**src/rtl/rft_pkg.sv**
```systemverilog
// Shared types and constants for the rigid frame transform core.
`timescale 1ns / 1ps
package rft_pkg;

	localparam int COORD_WIDTH   = 32;
	localparam int ROT_FRAC_BITS = 14;
	localparam int ENTRY_W       = 16;
	localparam int ROW_W         = 3 * ENTRY_W;
	localparam int IDX_W         = 3;
	localparam int V_W           = COORD_WIDTH + 1;
	localparam int PROD_W        = V_W + ENTRY_W;
	localparam int SUM_W         = PROD_W + 2;

	localparam logic [ENTRY_W-1:0] ROT_ONE = ENTRY_W'(16384);

	localparam logic [1:0] CMD_VEC_TO_LOCAL = 2'd0;
	localparam logic [1:0] CMD_VEC_TO_WORLD = 2'd1;
	localparam logic [1:0] CMD_PT_TO_LOCAL  = 2'd2;
	localparam logic [1:0] CMD_PT_TO_WORLD  = 2'd3;

	localparam logic [IDX_W-1:0] REG_ROT_ROW0 = 3'd0;
	localparam logic [IDX_W-1:0] REG_ROT_ROW1 = 3'd1;
	localparam logic [IDX_W-1:0] REG_ROT_ROW2 = 3'd2;
	localparam logic [IDX_W-1:0] REG_ORIGIN_X = 3'd3;
	localparam logic [IDX_W-1:0] REG_ORIGIN_Y = 3'd4;
	localparam logic [IDX_W-1:0] REG_ORIGIN_Z = 3'd5;

	typedef struct packed {
		logic [1:0]                    cmd;
		logic signed [COORD_WIDTH-1:0] in_x;
		logic signed [COORD_WIDTH-1:0] in_y;
		logic signed [COORD_WIDTH-1:0] in_z;
		logic                          in_last;
	} in_t;

	typedef struct packed {
		logic signed [COORD_WIDTH-1:0] out_x;
		logic signed [COORD_WIDTH-1:0] out_y;
		logic signed [COORD_WIDTH-1:0] out_z;
		logic                          out_last;
		logic                          saturated;
	} out_t;

	typedef struct packed {
		logic [2:0][ROW_W-1:0]       rot_row;
		logic [2:0][COORD_WIDTH-1:0] origin;
	} cfg_t;

	// products [output axis][input axis]
	typedef struct packed {
		logic [2:0][2:0][PROD_W-1:0] prod;
		logic                        add_org;
		logic                        last;
	} prod_t;

endpackage

```
**src/rtl/rft_cfg.sv**
```systemverilog
// Configuration registers: rotation rows and frame origin.
`timescale 1ns / 1ps
module rft_cfg (
	input  logic                      clk,
	input  logic                      arst_n,
	input  logic                      cfg_we,
	input  logic [rft_pkg::IDX_W-1:0] cfg_index,
	input  logic [rft_pkg::ROW_W-1:0] cfg_wdata,
	output rft_pkg::cfg_t             cfg
);
	import rft_pkg::*;

	logic [2:0][ROW_W-1:0]       rot_row_q;
	logic [2:0][COORD_WIDTH-1:0] origin_q;

	always_ff @(posedge clk or negedge arst_n) begin
		if (!arst_n) begin
			rot_row_q[0] <= ROW_W'(ROT_ONE);
			rot_row_q[1] <= ROW_W'(ROT_ONE) << ENTRY_W;
			rot_row_q[2] <= ROW_W'(ROT_ONE) << (2 * ENTRY_W);
			origin_q     <= '0;
		end else if (cfg_we) begin
			unique case (cfg_index)
				REG_ROT_ROW0: rot_row_q[0] <= cfg_wdata;
				REG_ROT_ROW1: rot_row_q[1] <= cfg_wdata;
				REG_ROT_ROW2: rot_row_q[2] <= cfg_wdata;
				REG_ORIGIN_X: origin_q[0]  <= cfg_wdata[COORD_WIDTH-1:0];
				REG_ORIGIN_Y: origin_q[1]  <= cfg_wdata[COORD_WIDTH-1:0];
				REG_ORIGIN_Z: origin_q[2]  <= cfg_wdata[COORD_WIDTH-1:0];
				default: ;
			endcase
		end
	end

	assign cfg.rot_row = rot_row_q;
	assign cfg.origin  = origin_q;

endmodule

```
**config.mk**
```make
export PLATFORM = sky130hd
export DESIGN_NAME = rft_cfg
export DESIGN_NICKNAME = d
export VERILOG_FILES = /design/src/rtl/rft_pkg.sv /design/src/rtl/rft_cfg.sv
export SDC_FILE = /design/constraint.sdc
export NUM_CORES = 1
export LEC_CHECK = 0
export ABC_AREA = 1
export CORE_ASPECT_RATIO = 0.8
export CORE_MARGIN = 2
export CORE_UTILIZATION = 25
export DETAILED_ROUTE_END_ITERATION = 10
export DONT_BUFFER_PORTS = 1
export HOLD_SLACK_MARGIN = 0.06
export PLACE_DENSITY = 0.46
export SLEW_MARGIN = 20
export SYNTH_ARGS = -nofsm -noshare
export SYNTH_HDL_FRONTEND = slang
export SYNTH_SLANG_ARGS = --single-unit
```
**constraint.sdc**
```tcl
create_clock -name clk -period 0.8 [get_ports clk]
set_clock_uncertainty 0.05 [all_clocks]
set_input_delay 0.16 -clock clk [delete_from_list [all_inputs] [get_ports clk]]
set_output_delay 0.16 -clock clk [all_outputs]
set_load 0.05 [all_outputs]
```
After elaboration in Yosys (flattened, before gate mapping)
Index checks and enable logic that the tools add are counted.
{ "word_totals": {"regBits": 240, "output_inout_bits": 240, "word_cells": 18} }
{ "classes": {"n_eq_ne": 5, "reduce_logical": 7} }
{ "ops": {"columns": ["operator", "n"], "rows": [
  ["AND reduction 2 bit", 6],
  ["== test 3 x 2 -> 1 bit (second input constant)", 2],
  ["== test 3 bit (second input constant)", 2],
  ["== test 3 x 1 -> 1 bit (second input constant)", 1],
  ["zero test 3 bit", 1]
]} }

Logic depth before layout (Yosys ltp)
{ "depth": {"ltp_word": 2, "ltp_mapped": 7, "mapped_depth_nobuf": 5} }

Worst setup path before layout
OpenSTA, ideal clock, no wires.
{ "synth_timing": {"path_kind": "input to register", "from": "input cfg_we", "to": "register origin_q (netlist bit cfg[10])", "n_path_buf": 2, "setup_slack_ns": -0.246, "cell_stages": 7, "arrival_ns": 0.878, "path_cell_list": "inv_1 > nor2_2 > buf_4 > nand2_1 > clkbuf_1 > nand2_1 > nand2_1"} }
{ "synth_between": {"elab_chain_cells": 1} }
{ "synth_lines": {"columns": ["element", "line", "source"], "rows": [
  ["start: declaration", "rft_cfg.sv:6", "input logic cfg_we,"],
  ["AND reduction 2 bit (no source line)", null, null],
  ["end: declaration", "rft_cfg.sv:14", "logic [2:0][COORD_WIDTH-1:0] origin_q;"]
]} }
Every way passes these cells.
A chain may end at the register's enable or synchronous reset.

Final worst setup path
{ "layout_timing": {"from": "register rot_row_q (netlist bit cfg[174])", "to": "output cfg[174] (netlist name)"} }
{ "layout_lines": {"columns": ["element", "line", "source"], "rows": [
  ["start: declaration", "rft_cfg.sv:13", "logic [2:0][ROW_W-1:0] rot_row_q;"],
  ["end: declaration", "rft_cfg.sv:9", "output rft_pkg::cfg_t cfg"]
]} }
No word-level cell between the ends.

==> key figures <==
Critical path
  – CP max-delay cell: dfstp_2
  – WP data required: around 0.59 ns
  – Crit path kind: reg -> out
  – CP cell instances: buf_12
  – Worst Path Arrival: roughly 1.2 ns
  – Critical Path End Type: output pin
  – Buf/Inv on CP: 1
  – Setup slack, reg-to-reg: -0.03 ns
  – Delay of the slowest critical-path stage: approximately 0.56 ns
  – Startpoint type of the worst setup path: register
  – CP max FO: 2
  – Top delay family on crit path: flip-flops

Floorplanning
  – IO Count: slightly below 300
  – Die H: between 150 and 200 um
  – Core area: 36970 sq um
  – Core Rows: 63
  – Initial Utilization: about 25%
  – Die width: approximately 220 um
  – DIE AREA: a little under 40000 sq um

Timing
  – Slew of the pin with the lowest slew margin: roughly 0.67 ns
  – Final Hold Vio Count: ~280
  – Final TNS setup: -125.47 ns
  – Slew Viols, Final: 0
  – Fmax: 694.0 MHz
  – WHS: -0.7349 ns
  – Slew margin rel.: between 50% and 60%
  – # setup viols final: 279
  – Final worst slack: -0.6409 ns
  – Post-route minimum period: approximately 1.4 ns
  – Period utilization: 180.1%
  – Unrepaired setup endpoints after global routing: true

Run status
  – Failing checks: hold timing, setup timing
  – Status: complete, but fails checks

Global routing
  – Total track usage: roughly 17%
  – Most crowded layer after global routing: met2
  – Met1 global-route usage: a little under a quarter
  – Global-route met3 utilization: under 10%
  – Vias in the first global route: between 8000 and 9000
  – Gr ovfl total: 0
  – Largest net degree at the start of global routing: around 240
  – Routing usage on met2: between 20% and 30%
  – First-pass GRT wire length: between 50000 and 60000 um
  – Initial antenna violation count: 1

Pwr
  – Worst vdd ir: around 1.6 mV
  – Total power divided by cell area: just over 3000 nW/um^2
  – Leak Pwr: about 0.0084 uW

Detailed routing
  – Final WL: 33750 um
  – Via count: 8393
  – DRT iter0 DRCs: just over 500
  – Post-route ant nets: 0
  – Average routed wire per standard cell: between 15 and 20 um
  – DR pass1 iterations: 5
  – Post-route DRC violation count: 0
  – Via-to-Cell Ratio: 4.390

Synthesis
  – Yosys cell types: 14
  – Sequential area share after synthesis: 64.31%
  – Synth warn: 0
  – Syn Area/Cell: between 8 and 9 sq um
  – Net Count, Synth: about 1100
  – Post-synthesis cell count: ~1000
  – Mapped Area: approximately 9300 sq um
  – Seq cells post-synth: 240

Placement
  – GPL Wtd Cong: ~0.74
  – I/O Buffers: 0
  – Post-DP HPWL: between 20000 and 25000 um
  – Post-Place Worst Slack: -0.2963 ns
  – Area post-placement: 15170 sq um

Clocking
  – H-tree Lvls: 1
  – Total CTS buffers: 27
  – CTS max path bufs: 3
  – CTS Hold Bufs: 49
  – CTS tree: built
  – # clock sinks: between 200 and 250
  – Clk root buf: clkbuf_16
  – Clock Latency Late Sink: ~0.55 ns
  – Clock Pin Slew Worst Setup and Hold Paths: around 0.06 ns

Layout
  – Most common cell after layout, fill and taps aside: nand2_1
  – Most frequent cells in the layout: 506 x nand2_1, 259 x buf_12, 168 x nand3_1
  – Final net count: 1459
  – Final core occ: 46.71%
  – Max FFs per register: 240
  – Area growth from synthesis to layout: 84.79%
  – Final instance area: 17270 sq um
  – Diode count: 0
  – Area of the multi-input gates: 3208 sq um
  – Fill cells: 3340
  – Storage element area: around 6000 sq um
  – Share of cells above drive strength 1: between 30% and 40%

Hold path
  – Worst min path class: in -> async

Job
  – Max-cap violation count: 0
[path summary, 6_finish.rpt]
check	to	startpoint	cells past startpoint
setup / recovery	cfg[174]	cfg[174]	1
hold / removal	cfg[237]	arst_n	0
setup reg to reg	cfg[228]	cfg[228]	3
hold reg to reg	cfg[238]	cfg[238]	2
max in group asynchronous	cfg[93]	arst_n	0
min in group clk	cfg[153]	cfg_index[2]	4
[logic make-up after synthesis]
kind of cell / after synthesis / share of synthesized area [%]
and+or+nand+nor: 736 / 32.08
buffers and inverters: 73 / 3.602
DFF: 240 / 64.31
[synthesized netlist by cell type (all sizes together)]
master / instances / area share, %
nand2: 554 / 22
dfrtp: 237 / 63
nand3: 176 / 9.4
buf: 38 / 2.2
clkbuf: 29 / 1.2
nor2: 6 / 0.40
inv: 5 / 0.20
dfstp: 3 / 0.84
clkinv: 1 / 0.040
[through the flow]
step	total power (uW)	std cells
after global placement	38200	1745
after CTS	51710	1867
after floorplan	26270	1049
after global routing	54160	1912
after detailed placement	38380	1745
final	52090	1912
[power breakdown]
group          switching (uW)  internal (uW)
sequential               2590          14600
clock                    5110           7210
combinational           11700          10800
[layout make-up]
cell class / instances / share of cell area (%)
Clock buffer: 39 / 4.406
Clock inverter: 10 / 0.5797
Inverter: 6 / 0.2029
Multi-Input combinational cell: 736 / 18.58
Sequential cell: 240 / 35.42
Tap cell: 487 / 3.529
Timing Repair Buffer: 394 / 37.28
[metal layers]
| metal | share of wire (%) | up-vias |
|---|---|---|
| li1 | - | 4013 |
| met1 | 45 | 4116 |
| met2 | 47 | 229 |
| met3 | 7.3 | 33 |
| met4 | 1.4 | 2 |
| met5 | 0.039 | - |
[worst register-to-register path: stages, from the launching register on]
cell and delay [ns]:
dfrtp_1 0.42, buf_4 0.15, nand2_1 0.05, nand2_1 0.05
[repair_timing]
| item | CTS | global route |
|---|---|---|
| setup endpoints to repair | 240 | 266 |
| buffers inserted | 24 | 48 |
| endpoints found under the hold margin | 480 | 415 |
| pin swaps | 3 | 17 |
| gates resized for setup | 7 | 67 |
Note: power is estimated with default switching activity, not from simulation.
