### config.mk
export PLATFORM = sky130hd
export DESIGN_NAME = rft_back
export DESIGN_NICKNAME = d
export VERILOG_FILES = /design/src/rtl/rft_pkg.sv /design/src/rtl/rft_back.sv
export SDC_FILE = /design/constraint.sdc
export NUM_CORES = 1
export LEC_CHECK = 0
export ABC_AREA = 1
export ABC_CLOCK_PERIOD_IN_PS = 12280
export BUFFER_PORTS_ARGS = -buffer_cell sky130_fd_sc_hd__buf_2
export CAP_MARGIN = 20
export CORE_AREA = 2 2 311 313
export CTS_CLUSTER_DIAMETER = 50
export DETAILED_ROUTE_END_ITERATION = 8
export DIE_AREA = 0 0 313 315
export PLACE_DENSITY_LB_ADDON = 0.25
export SETUP_SLACK_MARGIN = 0.05
export SLEW_MARGIN = 20
export SYNTH_ARGS = -nofsm -noshare
export SYNTH_HDL_FRONTEND = slang
export SYNTH_SLANG_ARGS = --single-unit
### constraint.sdc
create_clock -name clk -period 12.28 [get_ports clk]
set_input_delay 1.842 -clock clk [delete_from_list [all_inputs] [get_ports clk]]
set_output_delay 1.842 -clock clk [all_outputs]
set_load 0.02 [all_outputs]
### src/rtl/rft_pkg.sv
// Shared types and constants for the rigid frame transform core.
`timescale 1ns / 1ps
package rft_pkg;

	localparam int COORD_WIDTH   = 32;
	localparam int ROT_FRAC_BITS = 14;
	localparam int ENTRY_W       = 16;
	localparam int ROW_W         = 3 * ENTRY_W;
	localparam int IDX_W         = 3;
	localparam int V_W           = COORD_WIDTH + 1;
	localparam int PROD_W        = V_W + ENTRY_W;
	localparam int SUM_W         = PROD_W + 2;

	localparam logic [ENTRY_W-1:0] ROT_ONE = ENTRY_W'(16384);

	localparam logic [1:0] CMD_VEC_TO_LOCAL = 2'd0;
	localparam logic [1:0] CMD_VEC_TO_WORLD = 2'd1;
	localparam logic [1:0] CMD_PT_TO_LOCAL  = 2'd2;
	localparam logic [1:0] CMD_PT_TO_WORLD  = 2'd3;

	localparam logic [IDX_W-1:0] REG_ROT_ROW0 = 3'd0;
	localparam logic [IDX_W-1:0] REG_ROT_ROW1 = 3'd1;
	localparam logic [IDX_W-1:0] REG_ROT_ROW2 = 3'd2;
	localparam logic [IDX_W-1:0] REG_ORIGIN_X = 3'd3;
	localparam logic [IDX_W-1:0] REG_ORIGIN_Y = 3'd4;
	localparam logic [IDX_W-1:0] REG_ORIGIN_Z = 3'd5;

	typedef struct packed {
		logic [1:0]                    cmd;
		logic signed [COORD_WIDTH-1:0] in_x;
		logic signed [COORD_WIDTH-1:0] in_y;
		logic signed [COORD_WIDTH-1:0] in_z;
		logic                          in_last;
	} in_t;

	typedef struct packed {
		logic signed [COORD_WIDTH-1:0] out_x;
		logic signed [COORD_WIDTH-1:0] out_y;
		logic signed [COORD_WIDTH-1:0] out_z;
		logic                          out_last;
		logic                          saturated;
	} out_t;

	typedef struct packed {
		logic [2:0][ROW_W-1:0]       rot_row;
		logic [2:0][COORD_WIDTH-1:0] origin;
	} cfg_t;

	// products [output axis][input axis]
	typedef struct packed {
		logic [2:0][2:0][PROD_W-1:0] prod;
		logic                        add_org;
		logic                        last;
	} prod_t;

endpackage

### src/rtl/rft_back.sv
// Back pipeline: dot sums (s3), floor shift and origin add (s4), saturation (s5).
`timescale 1ns / 1ps
module rft_back #(
	parameter int ROT_FRAC_BITS = rft_pkg::ROT_FRAC_BITS
) (
	input  logic           clk,
	input  logic           arst_n,
	input  logic           in_valid,
	output logic           in_ready,
	input  rft_pkg::prod_t in_data,
	input  rft_pkg::cfg_t  cfg,
	output logic           out_valid,
	input  logic           out_ready,
	output rft_pkg::out_t  out_data
);
	import rft_pkg::*;

	localparam int RES_W = SUM_W + 1;
	localparam logic [RES_W-1:0] SAT_HI =
		{{(RES_W-COORD_WIDTH+1){1'b0}}, {(COORD_WIDTH-1){1'b1}}};
	localparam logic [RES_W-1:0] SAT_LO = ~SAT_HI;

	logic                        valid_s3;
	logic [2:0][SUM_W-1:0]       sum_s3;
	logic                        add_org_s3;
	logic                        last_s3;

	logic                        valid_s4;
	logic [2:0][RES_W-1:0]       res_s4;
	logic                        last_s4;

	logic                        valid_s5;
	logic [2:0][COORD_WIDTH-1:0] coord_s5;
	logic                        last_s5;
	logic                        sat_s5;

	logic                        ready_s3;
	logic                        ready_s4;
	logic                        ready_s5;
	logic [2:0][SUM_W-1:0]       sum_d;
	logic [2:0][SUM_W-1:0]       shr_d;
	logic [2:0][RES_W-1:0]       res_d;
	logic [2:0][COORD_WIDTH-1:0] coord_d;
	logic [2:0]                  clip_d;

	assign ready_s5 = !valid_s5 || out_ready;
	assign ready_s4 = !valid_s4 || ready_s5;
	assign ready_s3 = !valid_s3 || ready_s4;
	assign in_ready = ready_s3;

	always_comb begin
		for (int i = 0; i < 3; i++) begin
			sum_d[i] = SUM_W'($signed(in_data.prod[i][0]))
				+ SUM_W'($signed(in_data.prod[i][1]))
				+ SUM_W'($signed(in_data.prod[i][2]));
		end
	end

	always_comb begin
		for (int i = 0; i < 3; i++) begin
			shr_d[i] = SUM_W'($signed(sum_s3[i]) >>> ROT_FRAC_BITS);
			res_d[i] = RES_W'($signed(shr_d[i]))
				+ (add_org_s3 ? RES_W'($signed(cfg.origin[i])) : RES_W'(0));
		end
	end

	always_comb begin
		for (int i = 0; i < 3; i++) begin
			if ($signed(res_s4[i]) > $signed(SAT_HI)) begin
				coord_d[i] = SAT_HI[COORD_WIDTH-1:0];
				clip_d[i]  = 1'b1;
			end else if ($signed(res_s4[i]) < $signed(SAT_LO)) begin
				coord_d[i] = SAT_LO[COORD_WIDTH-1:0];
				clip_d[i]  = 1'b1;
			end else begin
				coord_d[i] = res_s4[i][COORD_WIDTH-1:0];
				clip_d[i]  = 1'b0;
			end
		end
	end

	always_ff @(posedge clk or negedge arst_n) begin
		if (!arst_n) begin
			valid_s3 <= 1'b0;
			valid_s4 <= 1'b0;
			valid_s5 <= 1'b0;
		end else begin
			if (ready_s3) valid_s3 <= in_valid;
			if (ready_s4) valid_s4 <= valid_s3;
			if (ready_s5) valid_s5 <= valid_s4;
		end
	end

	always_ff @(posedge clk) begin
		if (ready_s3 && in_valid) begin
			sum_s3     <= sum_d;
			add_org_s3 <= in_data.add_org;
			last_s3    <= in_data.last;
		end
		if (ready_s4 && valid_s3) begin
			res_s4  <= res_d;
			last_s4 <= last_s3;
		end
		if (ready_s5 && valid_s4) begin
			coord_s5 <= coord_d;
			last_s5  <= last_s4;
			sat_s5   <= |clip_d;
		end
	end

	assign out_valid          = valid_s5;
	assign out_data.out_x     = coord_s5[0];
	assign out_data.out_y     = coord_s5[1];
	assign out_data.out_z     = coord_s5[2];
	assign out_data.out_last  = last_s5;
	assign out_data.saturated = sat_s5;

`ifndef SYNTHESIS
	a_sat_extreme: assert property (@(posedge clk) disable iff (!arst_n)
		valid_s5 && sat_s5 |->
			coord_s5[0] == SAT_HI[COORD_WIDTH-1:0] || coord_s5[0] == SAT_LO[COORD_WIDTH-1:0] ||
			coord_s5[1] == SAT_HI[COORD_WIDTH-1:0] || coord_s5[1] == SAT_LO[COORD_WIDTH-1:0] ||
			coord_s5[2] == SAT_HI[COORD_WIDTH-1:0] || coord_s5[2] == SAT_LO[COORD_WIDTH-1:0])
		else $error("saturation flag without a clipped coordinate");
	a_s4_hold: assert property (@(posedge clk) disable iff (!arst_n)
		valid_s4 && !ready_s5 |=> valid_s4 && $stable(res_s4))
		else $error("s4 transaction lost or changed under stall");
`endif

endmodule

======== Yosys cells after proc, flatten, opt, wreduce, memory -nomap -nowiden ========
Cells that the tools add are included.
word-level totals
  word-level logic and storage cells ...... 54
  output and inout bits ................... 100
  input bits .............................. 687
  flip-flop bits (word level) ............. 413
operators by class
  magnitude comparators ................... 6
  reduce and logical (&&, ||, !) cells .... 10
  mux-type cells .......................... 12
  add/sub/neg operators ................... 9
operator list
  operator                                                         number
  adder 37 x 52 -> 52 bit                                          3
  greater-than comparator 52 x 32 -> 1 bit, second input constant  3
  less-than comparator 52 x 32 -> 1 bit, second input constant     3
  2-to-1 mux 52 bit                                                3
  adder 50 x 49 -> 51 bit                                          3
  adder 49 x 49 -> 50 bit                                          3
  2-to-1 mux 32 bit                                                3
  2-to-1 mux 1 bit                                                 6
  logical AND 1 bit                                                3
  zero test 1 bit                                                  3
  logical OR 1 bit                                                 3
  OR reduction 3 bit                                               1

======== Logic depth before layout (Yosys ltp) ========
Gate-level depths: netlist of the first run.
  depth after elaboration ................. 5
  depth in mapped cells ................... 17

======== Worst setup path before layout of the first run ========
Ideal clock, no wire load.
  kind .................................... in2reg
  start ................................... input port out_ready
  end ..................................... register last_s5 (enable)
  arrival time ............................ 6.588 ns
  library setup time ...................... 0.587 ns
  slack ................................... 5.105 ns
  required time ........................... 11.693 ns
  stages on the path ...................... 2
  path buffers ............................ 0
  cells stage by stage .................... inv_1 > a21oi_1
on the way
  longest elaborated chain between the ends .. 2
RTL lines
  item                    RTL line         source
  start: declaration      rft_back.sv:13   input logic out_ready,
  logical OR 1 bit        rft_back.sv:46   assign ready_s5 = !valid_s5 || out_ready;
  logical AND 1 bit       rft_back.sv:104  if (ready_s5 && valid_s4) begin
  end signal: assignment  rft_back.sv:106  last_s5 <= last_s4;
  end: declaration        rft_back.sv:34   logic last_s5;
Every way passes these cells.
A chain may end at the register's enable or synchronous reset.

======== Final worst setup path of the first run ========
  start ................................... input port out_ready
  end ..................................... output port in_ready
on the way
  longest elaborated chain between the ends .. 3
RTL lines
  item              RTL line        source
  logical OR 1 bit  rft_back.sv:46
  logical OR 1 bit  rft_back.sv:47  assign ready_s4 = !valid_s4 || ready_s5;
  logical OR 1 bit  rft_back.sv:48  assign ready_s3 = !valid_s3 || ready_s4;
  end: declaration  rft_back.sv:9   output logic in_ready,
Every way passes these cells.

==> results of run 1 <==
-- cell type report --
class | instances | area (µm²) | area share [%]
timing repair buffer | 652 | 3290 | 7.86
clock inverter | 30 | 378 | 0.904
sequential | 371 | 11100 | 26.6
antenna | 16 | 40.0 | 0.0958
multi-input combinational | 3574 | 20900 | 50.1
clock buffer | 63 | 1380 | 3.31
inverter | 815 | 3070 | 7.34
tap | 1276 | 1600 | 3.82
-- worst max path at each step --
stage | endpoint | depth (start not counted)
4_1_cts | in_ready | 6
6_report | in_ready | 6
3_3_place_gp | shr_d[87] | 13
5_1_grt | in_ready | 6
3_5_place_dp | shr_d[87] | 13
2_1_floorplan | last_s5 | 2
-- cell families after synthesis --
family / after synthesis
DFF: 371
xor gates and xnor gates: 129
adders and majority gates: 405
AOI/OAI and AO/OA: 680
and+or+nand+nor: 2360
buffers and inverters: 852
-- metrics by stage --
step / total power [mW] / setup slack [ns]
final: 6.73 / 7.92
after global routing: 7.19 / 7.83
after CTS: 6.76 / 7.91
after detailed placement: 5.21 / 7.69
after global placement: 5.21 / 7.68
after floorplan: 4.11 / 5.11
-- per-layer routing --
metal	GRT usage, %	vias to the layer above	routed length [µm]
met1	36.2	15500	60900
met2	42.5	1023	60000
li1	-	16900	-
met4	6.88	18	3160
met5	0	-	113
met3	4.40	170	8800
-- synth_stat cells (36+ instances only) --
master / number / share of area [%]
nand4_1: 89 / 1.6
nand3_1: 165 / 2.3
ha_1: 258 / 9.2
nand2_1: 1474 / 16
edfxtp_1: 368 / 31
nor3_1: 36 / 0.51
o21ai_0: 194 / 2.8
a21oi_1: 325 / 4.6
fa_1: 147 / 8.3
o21bai_1: 40 / 0.85
xor2_1: 112 / 2.8
inv_1: 797 / 8.5
nor2_2: 45 / 0.80
nor2_1: 465 / 5.0
-- worst max-delay path: cells and delay by family --
kind          cells  cell delay [ns]
buf+inv           3             0.37
simple gates      3             0.31
-- placed cells by master, fill, tap and decap left out, types with 31 or more instances in the layout --
| master | count |
|---|---|
| a21o_1 | 31 |
| a21oi_1 | 324 |
| buf_2 | 642 |
| clkbuf_16 | 52 |
| edfxtp_1 | 368 |
| fa_1 | 147 |
| ha_1 | 258 |
| inv_1 | 795 |
| nand2_1 | 1472 |
| nand3_1 | 165 |
| nand4_1 | 89 |
| nor2_1 | 465 |
| nor2_2 | 45 |
| nor3_1 | 36 |
| o21ai_0 | 194 |
| o21bai_1 | 40 |
| xor2_1 | 112 |
-- registers in the layout (all words and copies together) (netlist names) --
| register | count |
|---|---|
| res_s4 | 156 |
| shr_d | 111 |
| out_data | 96 |
| add_org_s3 | 1 |
| last_s3 | 1 |
| last_s4 | 1 |
| last_s5 | 1 |
| out_valid | 1 |
| sat_s5 | 1 |
| valid_s3 | 1 |
| valid_s4 | 1 |
-- power groups by stage --
| stage | Sequential, mW | Clock, mW | Combinational, mW |
|---|---|---|---|
| floorplan | 2.21 | 0 | 1.89 |
| global placement | 2.16 | 0 | 3.05 |
| detailed placement | 2.17 | 0 | 3.05 |
| CTS | 2.15 | 1.55 | 3.06 |
| global route | 2.18 | 1.60 | 3.41 |
| finish | 2.15 | 1.51 | 3.07 |
==> qor.yml, run 1 <==
status: "completed"
cts_resized: 0
netlist_area_mm2: 0.0353
final-setup-viol-count: 0
rsz0062_at_grt: "false"
drive_gt1_share_pct: 16.1
final_nets: 6558
ys_async_sr_fraction_pct: 0.809
io_pins: 787
grt_overflow: 0
power.switching_mw: 2.91
finalMaxSlewViolations: 0
skew_ns: 0.0736
ys_ff_latch: 371
coreArea_mm2: 0.0957
setup.worst_path.class: "in2out"
clkSlewWorstSetupHoldPaths_ns: 0.06
hp-class: "reg2reg"
postLayoutCoreUtil_pct: 43.7
avgSynthCellArea_um2: 7.35
synth-xor-area-share_pct: 3.20
r2r_cells: 15
end_kind: "primary output"
comb_power_share_pct: 45.6
synth_ff_type: "edfxtp_1"
instances_no_fill: 6797
die_area_mm2: 0.0986
swShare_pct: 43.2
start_kind: "input port"
initial_core_util_pct: 36.8
worstPathCellList: "buf_2, inv_1, nand2_1, nor2_1, nand2_1, buf_2"
synth_edf_count: 368
num_rows: 114
grt_pass1_vias: 32500
grt_max_degree: 120
min_period_ns: 4.36
yosys_warnings: 0
muxShareOfSynthArea_pct: 0
p_leak_nw: 20.8
wirelength_mm: 133
yosysUniqueCellTypes: 49
power_density_mw_per_mm2: 161
worstHoldStart: "last_s3"
wl_per_cell_um: 19.6
area.growth.synth_to_final_pct: 18.6
grt_usage_pct: 26.2
postLayoutCellArea_mm2: 0.0418
root_buffer: "clkbuf_16"
fillCellCount: 10000
grt_antenna_before_repair: 30
fp.dieW_um: 313
synth_compound_gate_area_share_pct: 10.7
place_congestion: 0.989
cts_buffers: 52
dp_hpwl_mm: 116
post_cts_buffers: 0
drc_errors: 0
cts_tree: "done"
required_ns: 10.44
placedCellCount: 6688
holdWs_ns: 0.422
holdBufCountCts: 0
synthCells: 4797
synth_top_family_by_area: "simple AND/OR/NAND/NOR gates"
grt_pass1_wl_mm: 195
die_h_um: 315
drt_iter0_drc: 2467
placed_area_mm2: 0.0400
via_count: 33600
p_int_mw: 3.82
rrSetupSlack_ns: 8.41
postSynthNetCount: 5889
cap_violations: 0
rr_endpoint: "res_s4[82]"
fmax_mhz: 229
hold_viol: 0
yosysSeqAreaShare_pct: 31.6
fin_setup_tns_ns: 0
first_pass_iters: 5
fin_crit_sh_pct: 35.5
slew_headroom_pct: 30.4
setup.worst_path.start: "out_ready"
vdd_drop_max_v: 0.000102
numPortBuffers: 642
rr_startpoint: "add_org_s3"
ant_nets: 0
pwr-share-seq_pct: 31.9
slowest_delay_ns: 0.17
cts_sinks: 371
worstSkewPairLatency_ns: 0.63
yosys.area_share.adder_pct: 17.5
whs_endpoint: "last_s4"
worst_slew_pin_slew_ns: 1.04
htreeDepth: 2
vias_per_cell: 4.94
yosys.area_share.simple_pct: 27.9
clk_path_buf_depth: 3
min_path_cells: 0
cp_slowest_cell: "buf_2"
worstPathMaxFanout: 3
critPathArrivalTime_ns: 2.52
clkPwrFrac_pct: 22.5
No activity file was read; power rests on OpenSTA's default activity.
==> run 2: changes to the inputs <==
--- a/config.mk
+++ b/config.mk
@@ -6,13 +6,13 @@
 export NUM_CORES = 1
 export LEC_CHECK = 0
 export ABC_AREA = 1
-export ABC_CLOCK_PERIOD_IN_PS = 12280
+export ABC_CLOCK_PERIOD_IN_PS = 3570
 export BUFFER_PORTS_ARGS = -buffer_cell sky130_fd_sc_hd__buf_2
 export CAP_MARGIN = 20
-export CORE_AREA = 2 2 311 313
+export CORE_AREA = 2 2 308 310
 export CTS_CLUSTER_DIAMETER = 50
 export DETAILED_ROUTE_END_ITERATION = 8
-export DIE_AREA = 0 0 313 315
+export DIE_AREA = 0 0 310 312
 export PLACE_DENSITY_LB_ADDON = 0.25
 export SETUP_SLACK_MARGIN = 0.05
 export SLEW_MARGIN = 20
==> constraint.sdc (replaced) <==
create_clock -name clk -period 3.57 [get_ports clk]
set_input_delay 0.5355 -clock clk [delete_from_list [all_inputs] [get_ports clk]]
set_output_delay 0.5355 -clock clk [all_outputs]
set_load 0.02 [all_outputs]
==> run 2 against run 1 <==
Effect of this change:
- non-clock buffer count is 14 higher
- via count is 1.1% higher
- worst hold slack worse by 0.31 ns
- highest routed layer unchanged
- critical path depth is 6 higher
- critical path type is now reg2reg
- first-iteration DRC count is 6.9% higher
- routed wire length is 2.5% higher
==> qor.yml, run 2 (synthesis results as in run 1) <==
worst_slew_pin_slew_ns: 1.02  # -0.0276 ns
numPortBuffers: 642  # unchanged
clkSlewWorstSetupHoldPaths_ns: 0.06  # about the same
area.growth.synth_to_final_pct: 18.6  # about the same
coreArea_mm2: 0.0930  # -2.8%
first_pass_iters: 7  # +2
whs_endpoint: "add_org_s3"
cts_sinks: 371  # unchanged
clk_path_buf_depth: 3  # unchanged
setup.worst_path.class: "reg2reg"
drt_iter0_drc: 2637  # +6.9%
grt_pass1_wl_mm: 203  # +4.0%
final_cell_mix: "nand2_1, inv_1, buf_2"
fin_setup_tns_ns: 0  # unchanged
worstPathMaxFanout: 18  # +15
placed_area_mm2: 0.0402  # +0.42%
htreeDepth: 2  # unchanged
fmax_mhz: 316
final_common_cell: "nand2_1"
rr_startpoint: "add_org_s3"
grt_usage_pct: 27.9  # +1.6 points
drc_errors: 0  # unchanged
grt_antenna_before_repair: 24  # -20%
r2r_cells: 12  # -3
root_buffer: "clkbuf_16"
grt_max_degree: 114  # -5.0%
rrSetupSlack_ns: 0.40  # -8.01 ns
worstHoldStart: "in_data[1]"
dp_hpwl_mm: 119  # +2.9%
rr_endpoint: "res_s4[96]"
cts_buffers: 49  # -5.8%
place_congestion: 1.02  # +3.0%
end_kind: "flip-flop"
ant_nets: 0  # unchanged
vdd_drop_max_v: 0.000356  # +250%
fp.dieW_um: 310  # -0.96%
vias_per_cell: 5.01  # +1.3%
initial_core_util_pct: 37.9  # +1.1 points
status: "completed"
grt_pass1_vias: 33600  # +3.4%
die_h_um: 312  # -0.95%
instances_no_fill: 6785  # -0.18%
min_path_cells: 1  # +1
io_pins: 787  # unchanged
final_nets: 6569  # +0.17%
postLayoutCoreUtil_pct: 44.9  # +1.3 points
finalMaxSlewViolations: 0  # unchanged
slew_headroom_pct: 32.1  # +1.7 points
cap_violations: 0  # unchanged
post_cts_buffers: 0  # unchanged
p_leak_nw: 20.8  # about the same
drive_gt1_share_pct: 16.3  # +0.15 points
min_period_ns: 3.17
hold_viol: 0  # unchanged
skew_ns: 0.0468  # -0.0268 ns
start_kind: "flip-flop"
placedCellCount: 6678  # -0.15%
final-setup-viol-count: 0  # unchanged
required_ns: 3.89  # -6.55 ns
num_rows: 112  # -1.8%
power_density_mw_per_mm2: 548  # +240%
grt_overflow: 0  # unchanged
setup_ws_ns: 0.401  # -7.52 ns
hp-class: "in2reg"
cts_tree: "done"
critPathArrivalTime_ns: 3.49  # +0.97 ns
postLayoutCellArea_mm2: 0.0418  # about the same
via_count: 34000  # +1.1%
regMostFlops: "res_s4"
largest_register_ffs: 156  # unchanged
wl_per_cell_um: 20.1  # +2.7%
pre_cts_slack_ns: 0.237  # -7.46 ns
rsz0062_at_grt: "false"
wirelength_mm: 136  # +2.5%
cts_resized: 0  # unchanged
worstSkewPairLatency_ns: 0.61  # -0.02 ns
fin_crit_sh_pct: 88.8
die_area_mm2: 0.0967  # -1.9%
## run 2: changes by cell type in the layout (fill, tap and decap cells not counted), moves of 3 or more
cell       before  now
buf_12          0    6
buf_4          10   16
clkinv_1        3    9
clkbuf_8        4    0
clkbuf_1        7    4
clkbuf_16      52   49
clkinv_4        4    7
## run 2: report_power, final
group / switching, mW / leakage (nW) / internal [mW]
Combinational: 7.41 / 16.5 / 3.38
Clock: 2.05 / 0.770 / 2.72
Sequential: 0.616 / 3.56 / 6.76
Total: 10.1 / 20.8 / 12.9
## run 2: worst max-delay path by stage
stage                 start         end  depth (start not counted)
2_1_floorplan     out_ready     last_s4                          6
3_3_place_gp   in_data[166]   shr_d[87]                         11
3_5_place_dp   in_data[166]   shr_d[87]                         11
4_1_cts          add_org_s3  res_s4[96]                         12
5_1_grt          add_org_s3  res_s4[98]                         12
6_report         add_org_s3  res_s4[96]                         12
## run 2: area by class of cell
type,instances,area [µm²]
Fill cell,9722,51200
Multi-Input combinational cell,3574,20900
Sequential cell,371,11100
Timing Repair Buffer,666,3480
Inverter,815,3080
Tap cell,1254,1570
Clock buffer,53,1240
Clock inverter,38,344
Antenna cell,14,35.0
## run 2: per-layer routing
layer,up-vias,global-route usage (%),part of all wire [%]
li1,16900,-,-
met1,15800,38.6,46
met2,1135,45.4,45
met3,163,4.43,6.7
met4,12,6.50,2.4
met5,-,0,0.056
## run 2: metrics by stage
step	power, mW	hold slack, ns
floorplan	14.1	0.240
global placement	18.1	0.342
detailed placement	18.1	0.345
CTS	22.9	0.0751
global route	24.5	0.0759
finish	22.9	0.113
## run 2: what timing repair did
action                     4_1_cts  5_1_grt
setup endpoints to repair        0        0
hold endpoints to repair         3        0
hold buffers                     1        0
## run 2: critical path, cell delays in order (launching register included)
cell	delay [ns]
edfxtp_1	0.39
buf_4	0.21
buf_12	0.17
nand2_1	0.07
inv_1	0.05
ha_1	0.39
nand2_1	0.13
nor2_1	0.19
inv_1	0.08
nor3_1	0.37
nand4_1	0.40
nand3_2	0.29
o21ai_0	0.11
==> run 3: changes to the inputs <==
--- a/config.mk
+++ b/config.mk
@@ -5,14 +5,13 @@
 export SDC_FILE = /design/constraint.sdc
 export NUM_CORES = 1
 export LEC_CHECK = 0
-export ABC_AREA = 1
 export ABC_CLOCK_PERIOD_IN_PS = 3570
 export BUFFER_PORTS_ARGS = -buffer_cell sky130_fd_sc_hd__buf_2
 export CAP_MARGIN = 20
-export CORE_AREA = 2 2 308 310
+export CORE_AREA = 2 2 307 309
 export CTS_CLUSTER_DIAMETER = 50
 export DETAILED_ROUTE_END_ITERATION = 8
-export DIE_AREA = 0 0 310 312
+export DIE_AREA = 0 0 309 311
 export PLACE_DENSITY_LB_ADDON = 0.25
 export SETUP_SLACK_MARGIN = 0.05
 export SLEW_MARGIN = 20
==> run 3 against run 2 <==
Effect of this change:
- power decreased by 4.2%
- combinational power decreased by 16%
- clock skew decreased by 0.0062 ns
- critical path depth increased by 2
- largest power group unchanged
- highest routed layer unchanged
==> qor.yml, run 3 <==
avgSynthCellArea_um2: 10.4  # +42%
grt_overflow: 0  # unchanged
yosys_warnings: 0  # unchanged
yosysUniqueCellTypes: 80  # +63%
holdWs_ns: 0.111  # -0.00189 ns
grt_usage_pct: 18.2  # -9.7 points
fin_setup_tns_ns: 0  # unchanged
clk_path_buf_depth: 3  # unchanged
synthTopCellsByArea: "edfxtp_1, ha_1, fa_1"
rsz0062_at_grt: "true"
required_ns: 4.03  # +0.14 ns
drc_errors: 0  # unchanged
ys_ff_latch: 371  # unchanged
critPathArrivalTime_ns: 4.00  # +0.51 ns
coreArea_mm2: 0.0928  # -0.30%
postLayoutCoreUtil_pct: 42.0  # -3.0 points
p_leak_nw: 17.5  # -16%
status: "completed"
synth_top_cell_area_share_pct: 39.2  # +7.9 points
worstSkewPairLatency_ns: 0.62  # about the same
drive_gt1_share_pct: 35.1  # +19 points
yosysMostFrequentCell: "edfxtp_1"
grt_antenna_before_repair: 20  # -17%
final_common_cell: "buf_2"
num_rows: 112  # unchanged
r2r_cells: 14  # +2
netlist_area_mm2: 0.0282  # -20%
area.growth.synth_to_final_pct: 38.2
fmax_mhz: 282  # -10%
rr_endpoint: "res_s4[46]"
hold_viol: 0  # unchanged
fp.dieW_um: 309  # -0.32%
wl_per_cell_um: 17.9  # -11%
ant_nets: 0  # unchanged
die_area_mm2: 0.0961  # -0.64%
place_congestion: 0.936  # -8.1%
ys_async_sr_fraction_pct: 0.809  # unchanged
cts_buffers: 57  # +16%
vias_per_cell: 4.70  # -6.2%
cts_tree: "done"
setup.worst_path.class: "reg2reg"
whs_endpoint: "add_org_s3"
dp_hpwl_mm: 72.5  # -39%
cap_violations: 0  # unchanged
vdd_drop_max_v: 0.000331  # -7.0%
worstHoldStart: "in_data[1]"
largest_register_ffs: 156  # unchanged
start_kind: "flip-flop"
power_density_mw_per_mm2: 564  # +2.8%
min_period_ns: 3.54  # +0.372 ns
via_count: 23500  # -31%
synthTopCellsByCount: "edfxtp_1, nand2_1, ha_1, inv_1, a21oi_1"
synthCells: 2698  # -44%
power_mw: 22.0  # -4.2%
final_cell_mix: "buf_2, edfxtp_1, buf_4"
htreeDepth: 2  # unchanged
synth_edf_count: 368  # unchanged
cts_sinks: 371  # unchanged
min_path_cells: 1  # unchanged
finalMaxSlewViolations: 0  # unchanged
final-setup-viol-count: 0  # unchanged
initial_core_util_pct: 30.4  # -7.5 points
instances_no_fill: 4999  # -26%
wirelength_mm: 89.4  # -34%
synth_ff_type: "edfxtp_1"
clkSlewWorstSetupHoldPaths_ns: 0.06  # about the same
hp-class: "in2reg"
drt_iter0_drc: 1264  # -52%
slew_headroom_pct: 43.4  # +11 points
yosys.area.top_type: "edfxtp_1"
regMostFlops: "res_s4"
grt_max_degree: 114  # unchanged
worst_slew_pin_slew_ns: 0.850  # -0.166 ns
placedCellCount: 4847  # -27%
worstPathMaxFanout: 7  # -11
grt_pass1_wl_mm: 135  # -33%
postSynthNetCount: 3790  # -36%
yosysSeqAreaShare_pct: 39.5  # +7.9 points
rrSetupSlack_ns: 0.03  # -0.37 ns
skew_ns: 0.0406  # -0.00618 ns
first_pass_iters: 6  # -1
io_pins: 787  # unchanged
numPortBuffers: 642  # unchanged
die_h_um: 311  # -0.32%
root_buffer: "clkbuf_16"
rr_startpoint: "add_org_s3"
end_kind: "flip-flop"
grt_pass1_vias: 24000  # -29%
fin_crit_sh_pct: 99.2  # +10 points
final_nets: 4779  # -27%
[run 3: worst max-delay path by stage]
| stage | cells past startpoint | slack, ns | endpoint | startpoint |
|---|---|---|---|---|
| 6_report | 14 | 0.03 | res_s4[46] | add_org_s3 |
| 5_1_grt | 17 | -0.12 | res_s4[94] | add_org_s3 |
| 4_1_cts | 14 | -0.12 | res_s4[34] | add_org_s3 |
| 3_5_place_dp | 16 | -0.62 | shr_d[15] | in_data[103] |
| 3_3_place_gp | 16 | -0.63 | shr_d[15] | in_data[103] |
| 2_1_floorplan | 14 | -0.16 | shr_d[35] | in_data[103] |
[run 3: cells by family (layout without fill, tap and decap cells)]
family | after synthesis | after routing | share of synthesized area, %
and+or+nand+nor | 776 | 776 | 13.4
AOI/OAI and AO/OA | 677 | 677 | 15.6
adders and majority gates | 405 | 405 | 21.9
DFF | 371 | 371 | 39.5
buffers and inverters | 281 | 1318 | 3.77
xor gates and xnor gates | 188 | 188 | 5.84
other | 0 | 10 | 0
[run 3: through the flow]
stage	cell area, µm²	setup slack (ns)
5_1_grt	38900	-0.123
6_report	38900	0.0291
3_5_place_dp	35300	-0.617
2_1_floorplan	28300	-0.161
3_3_place_gp	35300	-0.631
4_1_cts	38300	-0.117
[run 3: final cells by class]
| type | count | area [µm²] |
|---|---|---|
| Fill cell | 9173 | 53800 |
| Inverter | 220 | 841 |
| Tap cell | 1254 | 1570 |
| Clock buffer | 61 | 1440 |
| Timing Repair Buffer | 991 | 6080 |
| Antenna cell | 10 | 25.0 |
| Sequential cell | 371 | 11100 |
| Multi-Input combinational cell | 2046 | 17200 |
| Clock inverter | 46 | 642 |
[run 3: power by group]
group          total, mW  switching (mW)  internal, mW
clock               6.05            2.25          3.79
sequential          6.81           0.426          6.38
combinational       9.10            4.86          4.24
[run 3: repair_timing]
| item | CTS | global route |
|---|---|---|
| cloned | 3 | 0 |
| pin swaps | 54 | 58 |
| setup endpoints to repair | 81 | 101 |
| gates resized for setup | 145 | 113 |
| buffers inserted | 15 | 22 |
| hold buffers | 1 | 0 |
| hold endpoints to repair | 3 | 0 |
[run 3: routing by layer]
layer / GRT usage, % / routed length (µm) / vias up
li1: - / - / 11700
met1: 25.6 / 42000 / 11000
met2: 29.3 / 41000 / 590
met3: 2.96 / 4570 / 109
met4: 3.87 / 1760 / 10
met5: 0 / 72 / -
[run 3: critical path, cell delays in order, from the launching register on]
cell and delay, ns:
edfxtp_1 0.45, buf_6 0.16, and2_4 0.14, ha_4 0.16
fa_2 0.33, a21o_1 0.19, o2bb2ai_2 0.14, a211o_1 0.31
a211oi_2 0.30, o31a_1 0.24, and4b_2 0.28, o211ai_1 0.24
a21boi_1 0.12, buf_4 0.19, o21ai_1 0.12
